==> src/rtl/core/aroc_pkg.sv <==
// shared types and constants for the audio ring offset controller
// no dependencies; imported by every module of the block
package aroc_pkg;

   localparam int DEF_OFFSET_BITS   = 32;
   localparam int DEF_RING_LOG2_MAX = 24;

   localparam int COUNT_W   = 24;
   localparam int FRAMES_W  = 25;
   localparam int PLAYED_W  = 32;
   localparam int LOG2_W    = 5;
   localparam int SHIFT_W   = 3;
   localparam int CSR_IDX_W = 2;
   localparam int CSR_DAT_W = 24;
   // count shifted by the largest frame shift
   localparam int BYTES_W   = COUNT_W + 4;

   localparam logic [LOG2_W-1:0]  RING_LOG2_MIN   = 5'd12;
   localparam logic [SHIFT_W-1:0] FRAME_SHIFT_MAX = 3'd4;

   localparam logic [LOG2_W-1:0]  RING_LOG2_RESET   = 5'd16;
   localparam logic [COUNT_W-1:0] DEV_BUF_RESET     = 24'd8192;
   localparam logic [SHIFT_W-1:0] FRAME_SHIFT_RESET = 3'd3;

   typedef enum logic [1:0] {
      FUNC_LOCK    = 2'd0,
      FUNC_COMMIT  = 2'd1,
      FUNC_CLAIM   = 2'd2,
      FUNC_RELEASE = 2'd3
   } func_type;

   typedef enum logic [CSR_IDX_W-1:0] {
      CSR_RING_LOG2   = 2'd0,
      CSR_DEV_BUF     = 2'd1,
      CSR_FRAME_SHIFT = 2'd2
   } csr_index_type;

   typedef struct packed {
      logic [LOG2_W-1:0]  ring_log2;
      logic [COUNT_W-1:0] device_buffer_bytes;
      logic [SHIFT_W-1:0] frame_shift;
   } cfg_type;

   typedef struct packed {
      func_type           func;
      logic [COUNT_W-1:0] frame_count;
   } req_item_type;

   typedef struct packed {
      logic [COUNT_W-1:0]  position;
      logic [FRAMES_W-1:0] frames;
      logic [PLAYED_W-1:0] played_frames;
      logic [COUNT_W-1:0]  submit_frames;
      logic                silent;
      logic                overflow;
   } rsp_item_type;

endpackage

==> src/rtl/core/aroc_csr.sv <==
// configuration registers of the audio ring offset controller
// depends on aroc_pkg
module aroc_csr (
   input  logic                           clock,
   input  logic                           reset,
   input  logic                           csr_valid,
   output logic                           csr_ready,
   input  logic [aroc_pkg::CSR_IDX_W-1:0] csr_index,
   input  logic [aroc_pkg::CSR_DAT_W-1:0] csr_data,
   output aroc_pkg::cfg_type              cfg
);
   import aroc_pkg::*;

   cfg_type cfg_ff, cfg_in;

   assign csr_ready = 1'b1;

   always_comb begin
      cfg_in = cfg_ff;
      if (csr_valid) begin
         case (csr_index)
            CSR_RING_LOG2:   cfg_in.ring_log2 = csr_data[LOG2_W-1:0];
            CSR_DEV_BUF:     cfg_in.device_buffer_bytes = csr_data[COUNT_W-1:0];
            CSR_FRAME_SHIFT: cfg_in.frame_shift = csr_data[SHIFT_W-1:0];
            default:         cfg_in = cfg_ff;
         endcase
      end
   end

   always_ff @(posedge clock) begin
      if (reset) begin
         cfg_ff.ring_log2           <= RING_LOG2_RESET;
         cfg_ff.device_buffer_bytes <= DEV_BUF_RESET;
         cfg_ff.frame_shift         <= FRAME_SHIFT_RESET;
      end else begin
         cfg_ff <= cfg_in;
      end
   end

   assign cfg = cfg_ff;

endmodule

==> src/rtl/core/aroc_in_reg.sv <==
// input register: holds one command beat until the datapath takes it
// depends on aroc_pkg
module aroc_in_reg (
   input  logic                   clock,
   input  logic                   reset,
   input  logic                   in_valid,
   output logic                   in_ready,
   input  aroc_pkg::req_item_type in_item,
   output logic                   hold_valid,
   output aroc_pkg::req_item_type hold_item,
   input  logic                   take
);
   import aroc_pkg::*;

   logic         valid_ff, valid_in;
   req_item_type item_ff;

   assign in_ready = !valid_ff || take;

   always_comb begin
      valid_in = valid_ff;
      if (in_ready) begin
         valid_in = in_valid;
      end
   end

   always_ff @(posedge clock) begin
      if (reset) begin
         valid_ff <= 1'b0;
      end else begin
         valid_ff <= valid_in;
      end
   end

   always_ff @(posedge clock) begin
      if (in_valid && in_ready) begin
         item_ff <= in_item;
      end
   end

   assign hold_valid = valid_ff;
   assign hold_item  = item_ff;

endmodule

==> src/rtl/core/aroc_exec.sv <==
// offset state and single-pass command datapath (lock, commit, claim, release)
// depends on aroc_pkg
module aroc_exec #(
   parameter int OFFSET_BITS   = aroc_pkg::DEF_OFFSET_BITS,
   parameter int RING_LOG2_MAX = aroc_pkg::DEF_RING_LOG2_MAX
) (
   input  logic                   clock,
   input  logic                   reset,
   input  aroc_pkg::cfg_type      cfg,
   input  logic                   step,
   input  aroc_pkg::req_item_type item,
   output aroc_pkg::rsp_item_type result
);
   import aroc_pkg::*;

   localparam int OB = OFFSET_BITS;
   localparam int CW = (OB > BYTES_W) ? OB : BYTES_W;
   localparam int LMAX_I = (RING_LOG2_MAX < OB - 1) ? RING_LOG2_MAX : OB - 1;
   localparam logic [LOG2_W-1:0] LOG2_TOP = LOG2_W'(LMAX_I);

   logic [OB-1:0]       read_ff, read_in;
   logic [OB-1:0]       write_ff, write_in;
   logic [OB-1:0]       lock_ff, lock_in;
   logic [PLAYED_W-1:0] submitted_ff, submitted_in;
   logic                first_ff, first_in;
   logic [OB-1:0]       claimed_ff, claimed_in;
   logic [OB-1:0]       grant_left_ff, grant_left_in;

   logic [LOG2_W-1:0]  log2_eff;
   logic [SHIFT_W-1:0] sh;
   logic [OB-1:0]      ring, ring_mask;
   logic [OB-1:0]      avail, used_raw, used, dbb, new_lock, grant;
   logic [CW-1:0]      bytes_req, grant_cmp;
   logic [OB-1:0]      bytes_ok, grant_floor;
   logic [OB-1:0]      avail_frames;
   logic [COUNT_W-1:0] use_frames, sub_frames;
   logic [OB-1:0]      use_bytes;

   always_comb begin
      log2_eff = cfg.ring_log2;
      if (log2_eff < RING_LOG2_MIN) begin
         log2_eff = RING_LOG2_MIN;
      end
      if (log2_eff > LOG2_TOP) begin
         log2_eff = LOG2_TOP;
      end
      sh = (cfg.frame_shift > FRAME_SHIFT_MAX) ? FRAME_SHIFT_MAX : cfg.frame_shift;
      ring      = OB'(1) << log2_eff;
      ring_mask = ring - OB'(1);
   end

   // lock: keep one device buffer reserved beyond the read offset
   always_comb begin
      dbb      = OB'(cfg.device_buffer_bytes);
      avail    = write_ff - read_ff;
      used_raw = lock_ff - read_ff;
      used     = used_raw;
      new_lock = lock_ff;
      if (used_raw < dbb) begin
         used     = (dbb < avail) ? dbb : avail;
         new_lock = read_ff + used;
      end
      grant = (used < ring) ? ring - used : '0;
   end

   // commit: clamp to whole frames of what is left of the grant
   always_comb begin
      bytes_req   = CW'(item.frame_count) << sh;
      grant_cmp   = CW'(grant_left_ff);
      grant_floor = (grant_left_ff >> sh) << sh;
      bytes_ok    = OB'(bytes_req);
   end

   // claim
   always_comb begin
      avail_frames = avail >> sh;
      use_frames   = (avail_frames < OB'(item.frame_count)) ?
                     avail_frames[COUNT_W-1:0] : item.frame_count;
      use_bytes    = OB'(BYTES_W'(use_frames) << sh);
      sub_frames   = (use_frames != '0) ? use_frames : item.frame_count;
   end

   always_comb begin
      read_in       = read_ff;
      write_in      = write_ff;
      lock_in       = lock_ff;
      submitted_in  = submitted_ff;
      first_in      = first_ff;
      claimed_in    = claimed_ff;
      grant_left_in = grant_left_ff;
      result        = '0;
      case (item.func)
         FUNC_LOCK: begin
            lock_in              = new_lock;
            write_in             = new_lock;
            first_in             = 1'b0;
            submitted_in         = '0;
            grant_left_in        = grant;
            result.played_frames = first_ff ? '0 : submitted_ff;
            result.position      = COUNT_W'(new_lock & ring_mask);
            result.frames        = FRAMES_W'(grant >> sh);
         end
         FUNC_COMMIT: begin
            if (bytes_req > grant_cmp) begin
               write_in        = write_ff + grant_floor;
               grant_left_in   = grant_left_ff - grant_floor;
               result.overflow = 1'b1;
            end else begin
               write_in      = write_ff + bytes_ok;
               grant_left_in = grant_left_ff - bytes_ok;
            end
         end
         FUNC_CLAIM: begin
            lock_in              = read_ff + use_bytes;
            submitted_in         = submitted_ff + PLAYED_W'(sub_frames);
            claimed_in           = use_bytes;
            result.position      = COUNT_W'(read_ff & ring_mask);
            result.frames        = FRAMES_W'(use_frames);
            result.submit_frames = sub_frames;
            result.silent        = (use_frames == '0);
         end
         FUNC_RELEASE: begin
            read_in    = read_ff + claimed_ff;
            claimed_in = '0;
         end
         default: begin
            result = '0;
         end
      endcase
   end

   always_ff @(posedge clock) begin
      if (reset) begin
         read_ff       <= '0;
         write_ff      <= '0;
         lock_ff       <= '0;
         submitted_ff  <= '0;
         first_ff      <= 1'b1;
         claimed_ff    <= '0;
         grant_left_ff <= '0;
      end else if (step) begin
         read_ff       <= read_in;
         write_ff      <= write_in;
         lock_ff       <= lock_in;
         submitted_ff  <= submitted_in;
         first_ff      <= first_in;
         claimed_ff    <= claimed_in;
         grant_left_ff <= grant_left_in;
      end
   end

endmodule

==> src/rtl/core/aroc_out_reg.sv <==
// result register: holds one result beat until the consumer takes it
// depends on aroc_pkg
module aroc_out_reg (
   input  logic                   clock,
   input  logic                   reset,
   input  logic                   load,
   input  aroc_pkg::rsp_item_type load_item,
   output logic                   can_load,
   output logic                   out_valid,
   input  logic                   out_ready,
   output aroc_pkg::rsp_item_type out_item
);
   import aroc_pkg::*;

   logic         valid_ff, valid_in;
   rsp_item_type item_ff;

   assign can_load = !valid_ff || out_ready;

   always_comb begin
      valid_in = valid_ff;
      if (can_load) begin
         valid_in = load;
      end
   end

   always_ff @(posedge clock) begin
      if (reset) begin
         valid_ff <= 1'b0;
      end else begin
         valid_ff <= valid_in;
      end
   end

   always_ff @(posedge clock) begin
      if (load && can_load) begin
         item_ff <= load_item;
      end
   end

   assign out_valid = valid_ff;
   assign out_item  = item_ff;

endmodule

==> src/rtl/core/audio_ring_offset_controller_top.sv <==
// Audio ring offset controller. Each command beat on req_ passes an input
// register, is executed in one pass against the registered read, write and
// lock offsets, and its single result beat leaves from a result register on
// rsp_. One command is taken every clock cycle while the result side drains;
// the command waits in the input register until the result register can take
// its result beat. The rate is set by the offset state update, which each
// command must finish before the next one reads it. Configuration writes on
// csr_ are always accepted and take effect on the next command.
// depends on aroc_pkg, aroc_csr, aroc_in_reg, aroc_exec, aroc_out_reg
module audio_ring_offset_controller_top #(
   parameter int OFFSET_BITS   = aroc_pkg::DEF_OFFSET_BITS,
   parameter int RING_LOG2_MAX = aroc_pkg::DEF_RING_LOG2_MAX
) (
   input  logic                           clock,
   input  logic                           reset,
   input  logic                           req_tvalid,
   output logic                           req_tready,
   input  logic [23:0]                    req_tdata,  // frame_count
   input  logic [1:0]                     req_tuser,  // func
   output logic                           rsp_tvalid,
   input  logic                           rsp_tready,
   // position, frames, played_frames, submit_frames, zero pad
   output logic [111:0]                   rsp_tdata,
   output logic [1:0]                     rsp_tuser,  // silent, overflow
   input  logic                           csr_valid,
   output logic                           csr_ready,
   input  logic [aroc_pkg::CSR_IDX_W-1:0] csr_index,
   input  logic [aroc_pkg::CSR_DAT_W-1:0] csr_data
);
   import aroc_pkg::*;

   cfg_type      cfg;
   req_item_type req_item, hold_item;
   rsp_item_type result, out_item;
   logic         hold_valid, can_load, step;

   aroc_csr u_csr (
      .clock     (clock),
      .reset     (reset),
      .csr_valid (csr_valid),
      .csr_ready (csr_ready),
      .csr_index (csr_index),
      .csr_data  (csr_data),
      .cfg       (cfg)
   );

   assign req_item.func        = func_type'(req_tuser);
   assign req_item.frame_count = req_tdata;

   aroc_in_reg u_in_reg (
      .clock      (clock),
      .reset      (reset),
      .in_valid   (req_tvalid),
      .in_ready   (req_tready),
      .in_item    (req_item),
      .hold_valid (hold_valid),
      .hold_item  (hold_item),
      .take       (step)
   );

   assign step = hold_valid && can_load;

   aroc_exec #(
      .OFFSET_BITS   (OFFSET_BITS),
      .RING_LOG2_MAX (RING_LOG2_MAX)
   ) u_exec (
      .clock  (clock),
      .reset  (reset),
      .cfg    (cfg),
      .step   (step),
      .item   (hold_item),
      .result (result)
   );

   aroc_out_reg u_out_reg (
      .clock     (clock),
      .reset     (reset),
      .load      (hold_valid),
      .load_item (result),
      .can_load  (can_load),
      .out_valid (rsp_tvalid),
      .out_ready (rsp_tready),
      .out_item  (out_item)
   );

   assign rsp_tdata = {7'd0, out_item.submit_frames, out_item.played_frames,
                       out_item.frames, out_item.position};
   assign rsp_tuser = {out_item.overflow, out_item.silent};

endmodule

==> config.mk <==
export PLATFORM = sky130hd
export DESIGN_NAME = audio_ring_offset_controller_top
export DESIGN_NICKNAME = d
export VERILOG_FILES = /design/src/rtl/core/aroc_pkg.sv /design/src/rtl/core/aroc_csr.sv /design/src/rtl/core/aroc_in_reg.sv /design/src/rtl/core/aroc_exec.sv /design/src/rtl/core/aroc_out_reg.sv /design/src/rtl/core/audio_ring_offset_controller_top.sv
export SDC_FILE = /design/constraint.sdc
export NUM_CORES = 2
export LEC_CHECK = 0
export BUFFER_PORTS_ARGS = -buffer_cell sky130_fd_sc_hd__buf_2
export CAP_MARGIN = 10
export CORE_ASPECT_RATIO = 1.75
export CORE_UTILIZATION = 55
export DETAILED_ROUTE_END_ITERATION = 8
export GPL_ROUTABILITY_DRIVEN = 1
export GPL_TIMING_DRIVEN = 0
export MAX_ROUTING_LAYER = met4
export PLACE_DENSITY = 0.72
export SLEW_MARGIN = 20
export SYNTH_ARGS = -nofsm -noshare
export SYNTH_HDL_FRONTEND = slang
export SYNTH_SLANG_ARGS = --single-unit
==> constraint.sdc <==
create_clock -name clock -period 11.2 [get_ports clock]
set_input_delay 1.68 -clock clock [delete_from_list [all_inputs] [get_ports clock]]
set_output_delay 1.68 -clock clock [all_outputs]
set_load 0.02 [all_outputs]
==> reports/metrics.csv <==
metric;value;unit
status;complete, but fails checks;
violated checks;DRC, setup timing;
Syn Area/Cell;8.02;sq um
area of the mapped netlist;0.0362;sq mm
Nets;5240;
Final Cycle Share;100;%
Site Rows;124;
Critical Path Sink Type;flip-flop;
max-slew violation count;0;
Most Frequent Cell on Critical Path;o21ai_0;
RSZ-0062 raised after global routing;false;
worst-path fanout max;10;
worst-margin pin slew;1430;ps
Port Buffer Count;164;
Yosys Warn Count;0;
TritonCTS clock tree;done;
crit start category;flip-flop;
Core Box Area;0.0653;sq mm
Top FF cell, synth;dfxtp_1;
slack of the critical path;-27.1;ps
WS Path Type;flip-flop to flip-flop;
vias per cell;7.03;
Starting Density;55.5;%
met1 Use GR;54.9;%
cts-stage hold buffer count;0;
met2 Use GR;82.6;%
sequential fraction of the synthesis area;23.5;%
busiest grt layer;met2;
vias in the first global route;38400;
H-tree Lvls;2;
EDFF count, synth;133;
WL per Instance;32.1;microns
number of iterations in the first detailed-routing pass;9;
Die H;342;microns
Die W;196;microns
synthesized flop and latch total;359;
Reg clk slew, reported paths;70;ps
Ports;174;
Critical Path RT;11550;ps
placed cells;5616;
DR iter-0 viols;5159;
post-route cell area;0.0404;sq mm
Synth area leader;ha_1;
WP data arrival;11580;ps
cell area power density;146;mW/mm^2
Area growth, synth to finish;11.4;%
Netlist cell types;102;
Synth top area share;13.2;%
fin crit period;11230;ps
Final Hold Violating Endpoints;0;
Root Driver;clkbuf_16;
worst vdd ir;0.000150;V
Synth area leaders;ha_1 (13%), dfxtp_1 (12%), edfxtp_1 (11%);
dpl hpwl;144000;microns
Lkg Pwr;17.7;nW
Finished Layout Cells;5720;
DRT Wirelength;183000;microns
Min-Delay Path Class;flip-flop to flip-flop;
number of max-cap violations;0;
Max Clock Skew;26.2;ps
synthesized instance count;4522;
Routability Congestion;1.16;
Die Area;0.0670;sq mm
worst skew pair latency;610;ps
Setup Viol. Count Final;2;
DRC;7;
initial antenna violation count;12;
Tot GR Track Use;56.0;%
Peak Freq;89.1;MHz
placed cell areas;0.0385;sq mm
Overflow after GRT;0;
CTS Buf Count;39;
vias;40200;
Slew HR;4.03;%
Slowest cell on crit path;a211oi_1;
largest net degree at the start of global routing;76;
crit-path max cell delay;840;ps
clk sink count;359;
global-route wire length before repair;262000;microns
largest buffer count on any clock path;3;
met3 usage;19.9;%
Post-synth ARST share;0;%
Post-DRT Antenna Nets;0;
share of layout cells above drive strength 1;10.7;%
## state kept, by name, summed over array words and instances, names as in the netlist
| signal | cells |
|---|---|
| u_out_reg.out_valid | 1 |
| u_exec.lock_ff | 32 |
| u_exec.submitted_ff | 32 |
| u_exec.write_ff | 32 |
| u_in_reg.hold_valid | 1 |
| u_exec.claimed_ff | 31 |
| u_exec.first_ff | 1 |
| u_exec.grant_cmp | 32 |
| u_csr.cfg | 32 |
| u_exec.read_ff | 32 |
| u_in_reg.hold_item | 26 |
| u_out_reg.out_item | 107 |
## stage by stage
stage / utilization (%) / worst slack [ps] / hold WS, ps / TNS, ps / power [mW]
after floorplan: - / 2570 / 422 / 0 / 3.11
after global placement: 58.7 / -2650 / 459 / -70130 / 4.08
after detailed placement: 58.9 / -846 / 467 / -22960 / 4.14
after CTS: 61.3 / 27.3 / 476 / 0 / 5.57
after global routing: 61.8 / 10.0 / 492 / 0 / 5.99
final: 61.8 / -27.1 / 478 / -52.5 / 5.88
## synth_stat cells, types with 13 or more instances
| cell | n |
|---|---|
| buf_1 | 28 |
| edfxtp_1 | 133 |
| a21o_1 | 119 |
| a21boi_0 | 18 |
| o211ai_1 | 41 |
| o21ai_0 | 333 |
| o221ai_1 | 19 |
| a221oi_1 | 25 |
| o31a_1 | 19 |
| o31ai_1 | 41 |
| mux2_2 | 27 |
| a221o_1 | 28 |
| a31oi_1 | 42 |
| inv_1 | 186 |
| xnor2_1 | 126 |
| a211o_1 | 16 |
| buf_2 | 18 |
| o22ai_1 | 27 |
| xor2_1 | 101 |
| a21oi_1 | 414 |
| or2_2 | 21 |
| nand2_1 | 472 |
| or3_1 | 41 |
| dfxtp_1 | 226 |
| nand3_1 | 88 |
| nor3_1 | 105 |
| nor2_1 | 363 |
| mux4_2 | 28 |
| nand2b_1 | 52 |
| and2_1 | 77 |
| nand3b_1 | 14 |
| a2111oi_0 | 13 |
| o21a_1 | 73 |
| o21bai_1 | 25 |
| a22oi_1 | 20 |
| clkbuf_1 | 160 |
| ha_1 | 381 |
| mux2i_1 | 147 |
| nand4_1 | 32 |
| a211oi_1 | 65 |
| and3_1 | 37 |
| nor2b_1 | 48 |
| nor4_1 | 25 |
## where the power goes
part | leakage (nW) | switching, mW | total, mW | internal [mW]
sequential | 3.12 | 0.0581 | 1.47 | 1.41
combinational | 13.9 | 2.05 | 2.99 | 0.935
clock | 0.645 | 0.644 | 1.43 | 0.782
total | 17.7 | 2.75 | 5.88 | 3.13
## what timing repair did
action / 4_1_cts / 5_1_grt
buffers inserted: 2 / 13
cloned: 0 / 0
endpoints found under the setup margin: 74 / 50
gates resized for setup: 41 / 50
hold endpoints to repair: 0 / 0
pin swaps: 1 / 2
## area by class of cell
type / count / area, sq um
multi-input cells: 3796 / 26700
fillers: 6098 / 24900
flip-flops and latches: 359 / 8520
well taps: 882 / 1100
repair buffers: 189 / 1040
clock buffers: 45 / 1020
plain buffers: 220 / 962
inverters: 187 / 707
clock inverters: 27 / 314
diodes: 15 / 37.5
## critical path, delay by kind of cell, from the launching register on
kind                     cells  cell delay, ps
adder cells (fa/ha/maj)      3            1160
flip-flops                   1             500
multiplexers                 1             160
buffers and inverters        4            1150
XOR/XNOR                     2             640
AND/OR/NAND/NOR              8            1870
AO/OA/AOI/OAI               20            5470
## layer usage
layer | vias to the layer above | wire, microns
met5 | - | 0
met4 | 0 | 26300
met3 | 1315 | 22200
met2 | 2952 | 77500
met1 | 18600 | 57400
li1 | 17300 | -
## cell families after synthesis
logic type | share of synthesized area, %
other | 0.0207
and+or+nand+nor | 18.3
muxes | 7.28
adders and majority gates | 13.7
xor gates and xnor gates | 5.62
buffers and inverters | 4.48
DFF | 23.5
AOI/OAI and AO/OA | 27.1
## layout by cell type, fill, tap and decap left out, types with 28 or more instances in the layout
master,n
buf_2,183
nor2_1,362
o21a_1,73
o31ai_1,39
conb_1,43
nand3_1,87
o211ai_1,41
nand2_1,471
a21o_1,119
xnor2_1,115
nand4_1,32
clkbuf_16,40
and3_1,37
o21ai_0,317
nor2b_1,48
nand2b_1,52
buf_4,29
xor2_1,97
inv_1,185
mux4_2,28
a31oi_1,41
or3_1,41
ha_1,381
clkbuf_1,145
and2_1,76
edfxtp_1,133
dfxtp_1,224
a211oi_1,64
mux2i_1,139
a221o_1,28
nor3_1,104
a21oi_1,408
## worst paths after layout
path / from / end / slack [ps] / cells after the start
worst min-delay path: u_exec.claimed_ff[0] / u_exec.claimed_ff[0] / 480 / 2
worst max register to register: u_exec.read_ff[1] / u_out_reg.out_item[77] / -30 / 38
worst min register to register: u_exec.claimed_ff[0] / u_exec.claimed_ff[0] / 480 / 2
worst max-delay path: u_exec.read_ff[1] / u_out_reg.out_item[77] / -30 / 38
Note: power is estimated with default switching activity, not from simulation.
